**config.mk**
```make
export PLATFORM = sky130hd
export DESIGN_NAME = iff_form_chunk_scanner
export DESIGN_NICKNAME = d
export VERILOG_FILES = /design/src/rtl/ifcs_pkg.sv /design/src/rtl/iff_form_chunk_scanner.sv
export SDC_FILE = /design/constraint.sdc
export NUM_CORES = 2
export LEC_CHECK = 0
export ABC_CLOCK_PERIOD_IN_PS = 17500
export BUFFER_PORTS_ARGS = -buffer_cell sky130_fd_sc_hd__buf_2
export CORE_MARGIN = 10
export CORE_UTILIZATION = 60
export CTS_CLUSTER_SIZE = 24
export DETAILED_ROUTE_END_ITERATION = 10
export HOLD_SLACK_MARGIN = 0.15
export PLACE_DENSITY = 0.77
export SETUP_SLACK_MARGIN = 0.05
export SYNTH_ARGS = -nofsm -noshare
export SYNTH_HDL_FRONTEND = slang
export SYNTH_SLANG_ARGS = --single-unit
```
**constraint.sdc**
```tcl
create_clock -name aclk -period 17.5 [get_ports aclk]
set_clock_uncertainty 0.1 [all_clocks]
set_input_delay 1.75 -clock aclk [delete_from_list [all_inputs] [get_ports aclk]]
set_output_delay 1.75 -clock aclk [all_outputs]
set_load 0.005 [all_outputs]
```
**src/rtl/ifcs_pkg.sv**
```systemverilog
// ----------------------------------------------------------------------------
// IFF form chunk scanner package
// Types and constants shared by the scanner and its checker.
// ----------------------------------------------------------------------------
`timescale 1ns / 1ps
`default_nettype none

package ifcs_pkg;

    localparam logic [31:0] TAG_FORM        = 32'h464F_524D;
    localparam int          FORM_HDR_BYTES  = 12;
    localparam int          CHUNK_HDR_BYTES = 8;
    localparam logic [31:0] POS_TAG_END     = 32'd3;
    localparam logic [31:0] POS_SIZE_END    = 32'd7;
    localparam logic [31:0] POS_TYPE_END    = 32'd11;

    localparam logic [1:0] CFG_TARGET_TAG  = 2'd0;
    localparam logic [1:0] CFG_FORM_OFFSET = 2'd1;
    localparam logic [1:0] CFG_DATA_LENGTH = 2'd2;

    localparam int RES_DEPTH = 4;
    localparam int RES_PTR_W = $clog2(RES_DEPTH);
    localparam int RES_CNT_W = $clog2(RES_DEPTH + 1);

    typedef enum logic [1:0] {
        KIND_MATCH    = 2'd0,
        KIND_COMPLETE = 2'd1,
        KIND_NOT_FORM = 2'd2
    } kind_t;

    typedef enum logic [2:0] {
        PH_FORM_TAG  = 3'd0,
        PH_FORM_SIZE = 3'd1,
        PH_FORM_TYPE = 3'd2,
        PH_HEADER    = 3'd3,
        PH_SKIP      = 3'd4
    } phase_t;

    typedef struct packed {
        kind_t       kind;
        logic [31:0] next_offset;
        logic [31:0] chunk_size;
        logic [31:0] chunk_data_offset;
        logic        last_of_run;
    } result_t;

endpackage

`default_nettype wire

```
**src/rtl/iff_form_chunk_scanner.sv**
```systemverilog
// ----------------------------------------------------------------------------
// IFF form chunk scanner
// Walks an IFF form one byte per beat and reports every chunk with the
// target tag, then a complete or not-a-form result.
//
//   Channel  Direction  Beat contents
//   s_       in         tdata[7:0] data_byte, tlast last_byte
//   m_       out        tdata[95:0] offset/size/next, tuser kind, tlast
//   cfg_     in         register write, index and 32-bit data
//
// One byte is taken per cycle while s_tready is high; a beat's results enter
// a four-entry result queue in the same cycle the beat is accepted. s_tready
// drops only while the queue has fewer than two free entries. Reset is
// synchronous and clears scan state, registers and the queue.
// ----------------------------------------------------------------------------
`timescale 1ns / 1ps
`default_nettype none

module iff_form_chunk_scanner
    import ifcs_pkg::*;
(
    input  wire logic        aclk,
    input  wire logic        aresetn,
    input  wire logic        s_tvalid,
    output logic             s_tready,
    input  wire logic [7:0]  s_tdata,   // [7:0] data_byte
    input  wire logic        s_tlast,
    output logic             m_tvalid,
    input  wire logic        m_tready,
    output logic [95:0]      m_tdata,   // [31:0] offset, [63:32] size, [95:64] next
    output logic [1:0]       m_tuser,   // [1:0] kind
    output logic             m_tlast,
    input  wire logic        cfg_wr_en,
    input  wire logic [1:0]  cfg_index,
    input  wire logic [31:0] cfg_wdata
);

    logic [31:0] target_tag_reg, target_tag_next;
    logic [31:0] form_offset_reg, form_offset_next;
    logic [31:0] data_length_reg, data_length_next;

    logic [31:0] byte_pos_reg, byte_pos_next;
    logic [32:0] abs_reg, abs_next;
    phase_t      phase_reg, phase_next, phase_step;
    logic [63:0] shift_reg, shift_next;
    logic [31:0] fe_reg, fe_next;
    logic [32:0] skip_reg, skip_next;
    logic        done_reg, done_next, done_step;

    result_t                fifo_mem [RES_DEPTH];
    logic [RES_PTR_W-1:0]   wr_ptr_reg, rd_ptr_reg;
    logic [RES_CNT_W-1:0]   count_reg;

    logic        in_fire, pop;
    logic [63:0] shifted;
    logic [31:0] csize, csize_cl, fe_decl, fe_new;
    logic [33:0] cdata, sum, sum_p8, fe34;
    logic [34:0] next_off;
    logic        clamp, pad_raw, pad, walk_end, form_bad, first_fits;
    logic [32:0] skip_dec, skip_new;
    logic        skip_zero;

    logic        match_hit, end_hit, last_hit;
    kind_t       end_kind, last_kind;
    result_t     res_match, res_end, slot0, slot1;
    logic [1:0]  push_n;

    assign in_fire  = s_tvalid && s_tready;
    assign pop      = m_tvalid && m_tready;
    assign s_tready = count_reg <= RES_CNT_W'(RES_DEPTH - 2);

    assign shifted  = {shift_reg[55:0], s_tdata};
    assign csize    = shifted[31:0];
    assign fe34     = {2'b00, fe_reg};
    assign cdata    = {1'b0, abs_reg} + 34'd1;
    assign sum      = cdata + {2'b00, csize};
    assign clamp    = sum > fe34;
    assign csize_cl = clamp ? ((fe34 > cdata) ? 32'(fe34 - cdata) : 32'd0) : csize;
    assign pad_raw  = csize[0];
    assign pad      = csize_cl[0];
    assign sum_p8   = sum + 34'(CHUNK_HDR_BYTES) + {33'd0, pad_raw};
    assign walk_end = clamp || (sum_p8 > fe34);
    assign next_off = {1'b0, cdata} + {3'b000, csize_cl} + {34'd0, pad};
    assign skip_new = {1'b0, csize_cl} + {32'd0, pad};
    assign skip_dec = (skip_reg == 33'd0) ? 33'd0 : skip_reg - 33'd1;
    assign skip_zero = skip_dec == 33'd0;

    assign form_bad = (csize != TAG_FORM)
        || (({1'b0, form_offset_reg} + 33'(FORM_HDR_BYTES)) > {1'b0, data_length_reg});
    assign fe_decl  = form_offset_reg + 32'(CHUNK_HDR_BYTES) + csize;
    assign fe_new   = (fe_decl > data_length_reg) ? data_length_reg : fe_decl;
    assign first_fits = ({2'b00, form_offset_reg} + 34'(FORM_HDR_BYTES + CHUNK_HDR_BYTES))
        <= fe34;

    always_comb begin
        target_tag_next  = target_tag_reg;
        form_offset_next = form_offset_reg;
        data_length_next = data_length_reg;
        if (cfg_wr_en) begin
            case (cfg_index)
                CFG_TARGET_TAG:  target_tag_next  = cfg_wdata;
                CFG_FORM_OFFSET: form_offset_next = cfg_wdata;
                CFG_DATA_LENGTH: data_length_next = cfg_wdata;
                default: ;
            endcase
        end

        byte_pos_next = byte_pos_reg;
        shift_next    = shift_reg;
        fe_next       = fe_reg;
        skip_next     = skip_reg;
        phase_step    = phase_reg;
        done_step     = done_reg;
        if (in_fire && !done_reg) begin
            shift_next    = shifted;
            byte_pos_next = byte_pos_reg + 32'd1;
            case (phase_reg)
                PH_FORM_TAG: begin
                    if (byte_pos_reg == POS_TAG_END) begin
                        if (form_bad) begin
                            done_step = 1'b1;
                        end else begin
                            phase_step = PH_FORM_SIZE;
                        end
                    end
                end
                PH_FORM_SIZE: begin
                    if (byte_pos_reg == POS_SIZE_END) begin
                        fe_next    = fe_new;
                        phase_step = PH_FORM_TYPE;
                    end
                end
                PH_FORM_TYPE: begin
                    if (byte_pos_reg == POS_TYPE_END) begin
                        if (!first_fits) begin
                            done_step = 1'b1;
                        end else begin
                            phase_step = PH_HEADER;
                            skip_next  = 33'(CHUNK_HDR_BYTES);
                        end
                    end
                end
                PH_HEADER: begin
                    skip_next = skip_dec;
                    if (skip_zero) begin
                        if (walk_end) begin
                            done_step = 1'b1;
                        end else if (csize_cl == 32'd0) begin
                            skip_next = 33'(CHUNK_HDR_BYTES);
                        end else begin
                            skip_next  = skip_new;
                            phase_step = PH_SKIP;
                        end
                    end
                end
                PH_SKIP: begin
                    skip_next = skip_dec;
                    if (skip_zero) begin
                        phase_step = PH_HEADER;
                        skip_next  = 33'(CHUNK_HDR_BYTES);
                    end
                end
                default: begin
                    done_step = 1'b1;
                end
            endcase
        end

        phase_next = phase_step;
        done_next  = done_step;
        if (in_fire && s_tlast) begin
            byte_pos_next = 32'd0;
            shift_next    = 64'd0;
            fe_next       = 32'd0;
            skip_next     = 33'd0;
            phase_next    = PH_FORM_TAG;
            done_next     = 1'b0;
        end

        abs_next = {1'b0, form_offset_next} + {1'b0, byte_pos_next};
    end

    always_comb begin
        match_hit = in_fire && !done_reg && (phase_reg == PH_HEADER) && skip_zero
            && (shifted[63:32] == target_tag_reg);
        end_hit = in_fire && !done_reg && (
            ((phase_reg == PH_FORM_TAG) && (byte_pos_reg == POS_TAG_END) && form_bad)
            || ((phase_reg == PH_FORM_TYPE) && (byte_pos_reg == POS_TYPE_END) && !first_fits)
            || ((phase_reg == PH_HEADER) && skip_zero && walk_end));
        end_kind  = (phase_reg == PH_FORM_TAG) ? KIND_NOT_FORM : KIND_COMPLETE;
        last_hit  = in_fire && s_tlast && !done_step;
        last_kind = (phase_step < PH_HEADER) ? KIND_NOT_FORM : KIND_COMPLETE;

        res_match.kind              = KIND_MATCH;
        res_match.chunk_data_offset = cdata[31:0];
        res_match.chunk_size        = csize_cl;
        res_match.next_offset       = next_off[31:0];
        res_match.last_of_run       = !(end_hit || last_hit);

        res_end.kind              = end_hit ? end_kind : last_kind;
        res_end.chunk_data_offset = 32'd0;
        res_end.chunk_size        = 32'd0;
        res_end.next_offset       = 32'd0;
        res_end.last_of_run       = 1'b1;

        slot0  = match_hit ? res_match : res_end;
        slot1  = res_end;
        push_n = {1'b0, match_hit} + {1'b0, end_hit || last_hit};
    end

    assign m_tvalid = count_reg != '0;
    assign m_tdata  = {fifo_mem[rd_ptr_reg].next_offset,
                       fifo_mem[rd_ptr_reg].chunk_size,
                       fifo_mem[rd_ptr_reg].chunk_data_offset};
    assign m_tuser  = fifo_mem[rd_ptr_reg].kind;
    assign m_tlast  = fifo_mem[rd_ptr_reg].last_of_run;

    always_ff @(posedge aclk) begin
        if (push_n != 2'd0) begin
            fifo_mem[wr_ptr_reg] <= slot0;
        end
        if (push_n == 2'd2) begin
            fifo_mem[wr_ptr_reg + RES_PTR_W'(1)] <= slot1;
        end
    end

    always_ff @(posedge aclk) begin
        if (!aresetn) begin
            target_tag_reg  <= '0;
            form_offset_reg <= '0;
            data_length_reg <= '0;
            byte_pos_reg    <= '0;
            abs_reg         <= '0;
            phase_reg       <= PH_FORM_TAG;
            shift_reg       <= '0;
            fe_reg          <= '0;
            skip_reg        <= '0;
            done_reg        <= 1'b0;
            wr_ptr_reg      <= '0;
            rd_ptr_reg      <= '0;
            count_reg       <= '0;
        end else begin
            target_tag_reg  <= target_tag_next;
            form_offset_reg <= form_offset_next;
            data_length_reg <= data_length_next;
            byte_pos_reg    <= byte_pos_next;
            abs_reg         <= abs_next;
            phase_reg       <= phase_next;
            shift_reg       <= shift_next;
            fe_reg          <= fe_next;
            skip_reg        <= skip_next;
            done_reg        <= done_next;
            wr_ptr_reg      <= wr_ptr_reg + RES_PTR_W'(push_n);
            rd_ptr_reg      <= rd_ptr_reg + RES_PTR_W'(pop);
            count_reg       <= count_reg + RES_CNT_W'(push_n) - RES_CNT_W'(pop);
        end
    end

endmodule

`default_nettype wire

```
# --- After elaboration in Yosys (flattened, before gate mapping) ---
# Memory sizes are Yosys's and may differ from the RTL's. A register that Yosys moved wholly into a read port is not among the register bits.
# Index checks and enable logic that the tools add are counted.
totals:
  ff_bits: 293
  ramBits: 396
  input_bits: 48
  output_inout_bits: 101
  word_cells: 139
  mem_count: 1
mem_list:
  columns: ["memory", "words", "width", "rd", "rd_ports_with_merged_regs", "write_ports", "line", "rtl"]
  rows:
  - ["fifo_mem", 4, 99, 1, 1, 2, "iff_form_chunk_scanner.sv:50", "result_t fifo_mem [RES_DEPTH];"]
classes:
  addsub: 21
  order_cmp: 8
  n_eq_ne: 14
  n_mux: 43
  bitwise_logic: 1
  n_reduce_logical: 38
ops:
  columns: ["operator", "n"]
  rows:
  - ["2-to-1 mux 33 bit", 7]
  - ["2-to-1 mux 32 bit", 7]
  - ["2-to-1 mux 99 bit", 1]
  - ["one-hot mux 33 bit (3 select lines)", 1]
  - ["> comparator 34 x 32 -> 1 bit", 2]
  - ["logical NOT 33 bit", 2]
  - ["adder 32 bit", 2]
  - ["adder 33 x 1 -> 34 bit (second input constant)", 1]
  - ["adder 34 x 1 -> 34 bit", 1]
  - ["adder 34 x 32 -> 34 bit", 1]
  - ["adder 34 x 4 -> 34 bit (second input constant)", 1]
  - ["> comparator 32 x 34 -> 1 bit", 1]
  - ["adder 32 x 1 -> 33 bit", 1]
  - ["adder 32 x 32 -> 33 bit", 1]
  - ["adder 32 x 4 -> 33 bit (second input constant)", 1]
  - ["adder 32 x 5 -> 33 bit (second input constant)", 1]
  - ["> comparator 33 x 32 -> 1 bit", 1]
  - ["less-or-equal comparator 33 x 32 -> 1 bit", 1]
  - ["subtractor 33 x 1 -> 33 bit (second input constant)", 1]
  - ["adder 32 x 1 -> 32 bit", 1]
  - ["adder 32 x 1 -> 32 bit (second input constant)", 1]
  - ["adder 32 x 4 -> 32 bit (second input constant)", 1]
  - ["equality test 32 x 2 -> 1 bit (second input constant)", 1]
  - ["equality test 32 x 3 -> 1 bit (second input constant)", 1]
  - ["38 further kinds", 86]

# --- Longest topological paths before layout ---
depth:
  word_depth: 17
  depth_mapped: 46
  mapped_depth_nobuf: 45

# --- Worst setup path after synthesis ---
# No wires, ideal clock.
synth_timing:
  kind: "input port to flip-flop"
  start: "input s_tdata[0]"
  end: "memory fifo_mem[1][95] (netlist bit)"
  setup_ns: 0.117
  arrival_ns: 9.512
  t_required_ns: 17.283
  setup_slack_ns: 7.771
  stages: 41
  n_path_buf: 2
  cell_sequence: "ha_1 > fa_1 > a211oi_1 > o211ai_1 > nand3_1 > a21o_1 > a21o_1 > nand2_1 > nand2_1 > nand2_1 > a21o_1 > a21oi_1 > xnor2_1 > ha_1 > a211o_1 > a21oi_1 > o21ai_0 > nor4b_1 > (+5 left out) > buf_1 > nand2_1 > o31ai_1 > inv_1 > fa_1 > nand2b_1 > a21boi_0 > o21ai_0 > a211oi_1 > o21ai_0 > o41ai_1 > a21oi_1 > a311oi_1 > a21oi_1 > a21oi_1 > a21oi_1 > xnor2_1 > a32o_1"
synth_lines:
  columns: ["item", "line", "rtl"]
  rows:
  - ["from (decl)", "iff_form_chunk_scanner.sv:26", "input wire logic [7:0] s_tdata,"]
  - ["to (decl)", "iff_form_chunk_scanner.sv:50", null]

==> flow_summary.ini <==
[drt]
antenna_left = 0
vias = 42132
wl_per_cell_um = 25.5
drtIter0Drc = 4432
drc = 0
drt-total-wl_um = 164000
viasPerCell = 6.55
first_pass_iters = 8

[clock_network]
h-tree-depth = 3
clk_path_buf_depth = 3
ctsResizeCount = 0
cts_tree = built
ctsHoldBuffers = 0
clk_pin_slew_worst_paths_ns = 0.06
clkSinkCount = 689
insertion_delay_ns = 0.66
cts_setup_buffers = 0
clock-root-buffer = clkbuf_16
cts-buffers-inserted = 75

[yosys]
muxShareOfSynthArea_pct = 7.31
ys_ff_latch = 689
synth_top_cell_by_area = dfxtp_1
synth_adder_area_share_pct = 10.7
synth_edf_count = 8
syn_nets = 5808
yosys.area_share.xor_xnor_pct = 6.45
synthTopCellsByArea = dfxtp_1 31%, ha_1 10%, nand2_1 7.4%, o21ai_0 5.4%, mux4_2 5.1%
seq_area_frac_synth_pct = 31.4
synth_top_family_by_area = simple AND/OR/NAND/NOR gates
synth_top_area_share_pct = 30.9
synthCells = 5387
syn_avg_cell_area_um2 = 8.19
yosysUniqueCellTypes = 95
synth-main-ff-cell = dfxtp_1
synth_compound_area_share_pct = 19.1
yosys.area_share.simple_pct = 21.0
syn_area_mm2 = 0.0441
ys_async_sr_fraction_pct = 0
ys_warn_count = 0

[setup_path]
r2r_slack_ns = 3.93
startpoint_type = flop
path_buf_inv = 4
critPathMaxStageDelay_ns = 0.94
critical_path_required_ns = 17.98
criticalPathCategory = reg2reg
arrival_ns = 14.05
r2r_cells = 43
r2r_start = abs_reg[0]
endpoint_kind = flop
crit_top_cell = a21oi_1
worstReg2RegEnd = fifo_mem[1][95]
crit_start = abs_reg[0]
cp.depth = 43
endpoint = fifo_mem[1][95]
crit_slowest_cell = a211oi_1
cp_max_fo = 31
crit_family = compound AO/OA/AOI/OAI gates

[placement]
dp.cells = 6290
hpwl_um = 124000
port_buffers = 148
gp_congestion = 1.03
place_area_mm2 = 0.0456

[grt]
grt_first_pass_wirelength_um = 245000
first_global_vias = 40297
grt_max_degree = 75
antenna_found_initial = 5
grt_use_total_pct = 36.9
overflow = 0

[finish]
largest_register_ff_count = 396
layout.cells.non_filler = 6429
syn_to_final_growth_pct = 9.37
fin_area_mm2 = 0.0483
drive_gt1_share_pct = 9.84
final_nets = 5829
n_antenna_cell = 0

[sta]
fmax_ghz = 0.0737
final-max-slew-violation-count = 0
final-hold-violation-count = 0
fin_crit_ns = 13.57
finalSetupTns_ns = 0
min_period_over_period_pct = 77.6
rsz0062_at_grt = no
worst_pin_slew_ns = 1.38
maxSlewHeadroom_pct = 7.47
setup_viol = 0

[floorplanning]
core_area_mm2 = 0.0730
die-area_mm2 = 0.0848
die_h_um = 291
rows = 99
initial_utilization_pct = 60.5
ios = 149
die_w_um = 291

[outcome]
status = finished clean

[min_path]
hp-class = reg2reg

[flow_run]
maxCapViolations = 0

[pwr]
ir_drop_mv = 0.116
p_total_uw = 4470
leakagePower_uw = 0.0198
power_density_mw_per_mm2 = 92.6
## power by group
part	internal [uW]	switching (uW)	leakage, uW
Combinational	384	739	0.0129
Sequential	1600	43.9	0.00556
Clock	1010	700	0.00128
## cell usage in the layout (no fill, tap or decap), types with 17 or more instances in the layout
cell type  instances
nand2_1          868
dfxtp_1          679
o21ai_0          479
ha_1             367
a21oi_1          338
nor2_1           337
xnor2_1          211
inv_1            209
buf_2            148
nand3_1          123
nor3_1           120
xor2_1           114
nand4_1          103
a21o_1           102
mux4_2            99
and2_1            77
clkbuf_16         76
a211oi_1          63
nor4_1            60
o21a_1            58
a22o_1            58
buf_4             58
nand2b_1          57
mux2i_1           51
and3_1            45
mux2_2            43
nor2b_1           40
a31oi_1           36
or3_1             23
o211ai_1          19
o31ai_1           19
or2_2             19
and4_1            18
o21bai_1          18
clkbuf_1          18
or4_1             17
## synthesized netlist by cell type, types with 63 or more instances
cell	count
nand4_1	103
and2_1	78
a211oi_1	63
clkbuf_1	214
a21o_1	102
nor3_1	121
o21ai_0	480
mux4_2	99
xor2_1	114
ha_1	367
nand3_1	123
xnor2_1	211
inv_1	210
dfxtp_1	681
nor2_1	340
nand2_1	871
a21oi_1	338
## tightest hold or removal path: cells and delay by family, from the launching register on
kind,cells,cell delay [ns]
compound gates,1,0.05
simple gates,1,0.04
flops,1,0.32
## kinds of logic (layout without fill, tap and decap cells)
| group | Yosys count | after routing |
|---|---|---|
| buf+inv | 472 | 555 |
| simple gates | 1977 | 1977 |
| compound gates | 1358 | 1358 |
| flops | 689 | 689 |
| fa+ha+maj | 373 | 373 |
| mux | 193 | 193 |
| xor+xnor | 325 | 325 |
## routing by layer
layer | wire [um] | up-vias | track usage [%]
met2 | 72900 | 2094 | 58.5
met3 | 15300 | 567 | 7.60
li1 | - | 19348 | -
met1 | 62300 | 20119 | 44.1
met5 | 22 | - | 0
met4 | 13400 | 4 | 26.6
## layout make-up
type,instances,area (um^2)
clock inverters,34,551
flip-flops and latches,689,13900
fillers,6173,24700
multi-input cells,4226,28500
inverters,210,790
well taps,959,1200
repair buffers,206,1180
clock buffers,105,2120
## how the worst min path moves through the flow
| stage | from | to | slack (ns) | cells after the start |
|---|---|---|---|---|
| finish | fifo_mem[2][34] | fifo_mem[2][34] | 0.35 | 2 |
| global placement | fifo_mem[3][21] | fifo_mem[3][21] | 0.33 | 2 |
| floorplan | fifo_mem[2][10] | fifo_mem[2][10] | 0.32 | 2 |
| detailed placement | fifo_mem[3][77] | fifo_mem[3][77] | 0.34 | 2 |
| global route | fifo_mem[2][49] | fifo_mem[2][49] | 0.37 | 2 |
| CTS | fifo_mem[2][34] | fifo_mem[2][34] | 0.35 | 2 |
## metrics by stage
step	utilization [%]	worst slack [ns]	hold WS, ns
final	66.2	3.93	0.348
after detailed placement	62.5	4.54	0.337
after global routing	66.2	3.36	0.370
after global placement	62.5	4.48	0.329
after CTS	66.2	4.49	0.350
after floorplan	-	7.77	0.320
(Power assumes the default switching activity.)
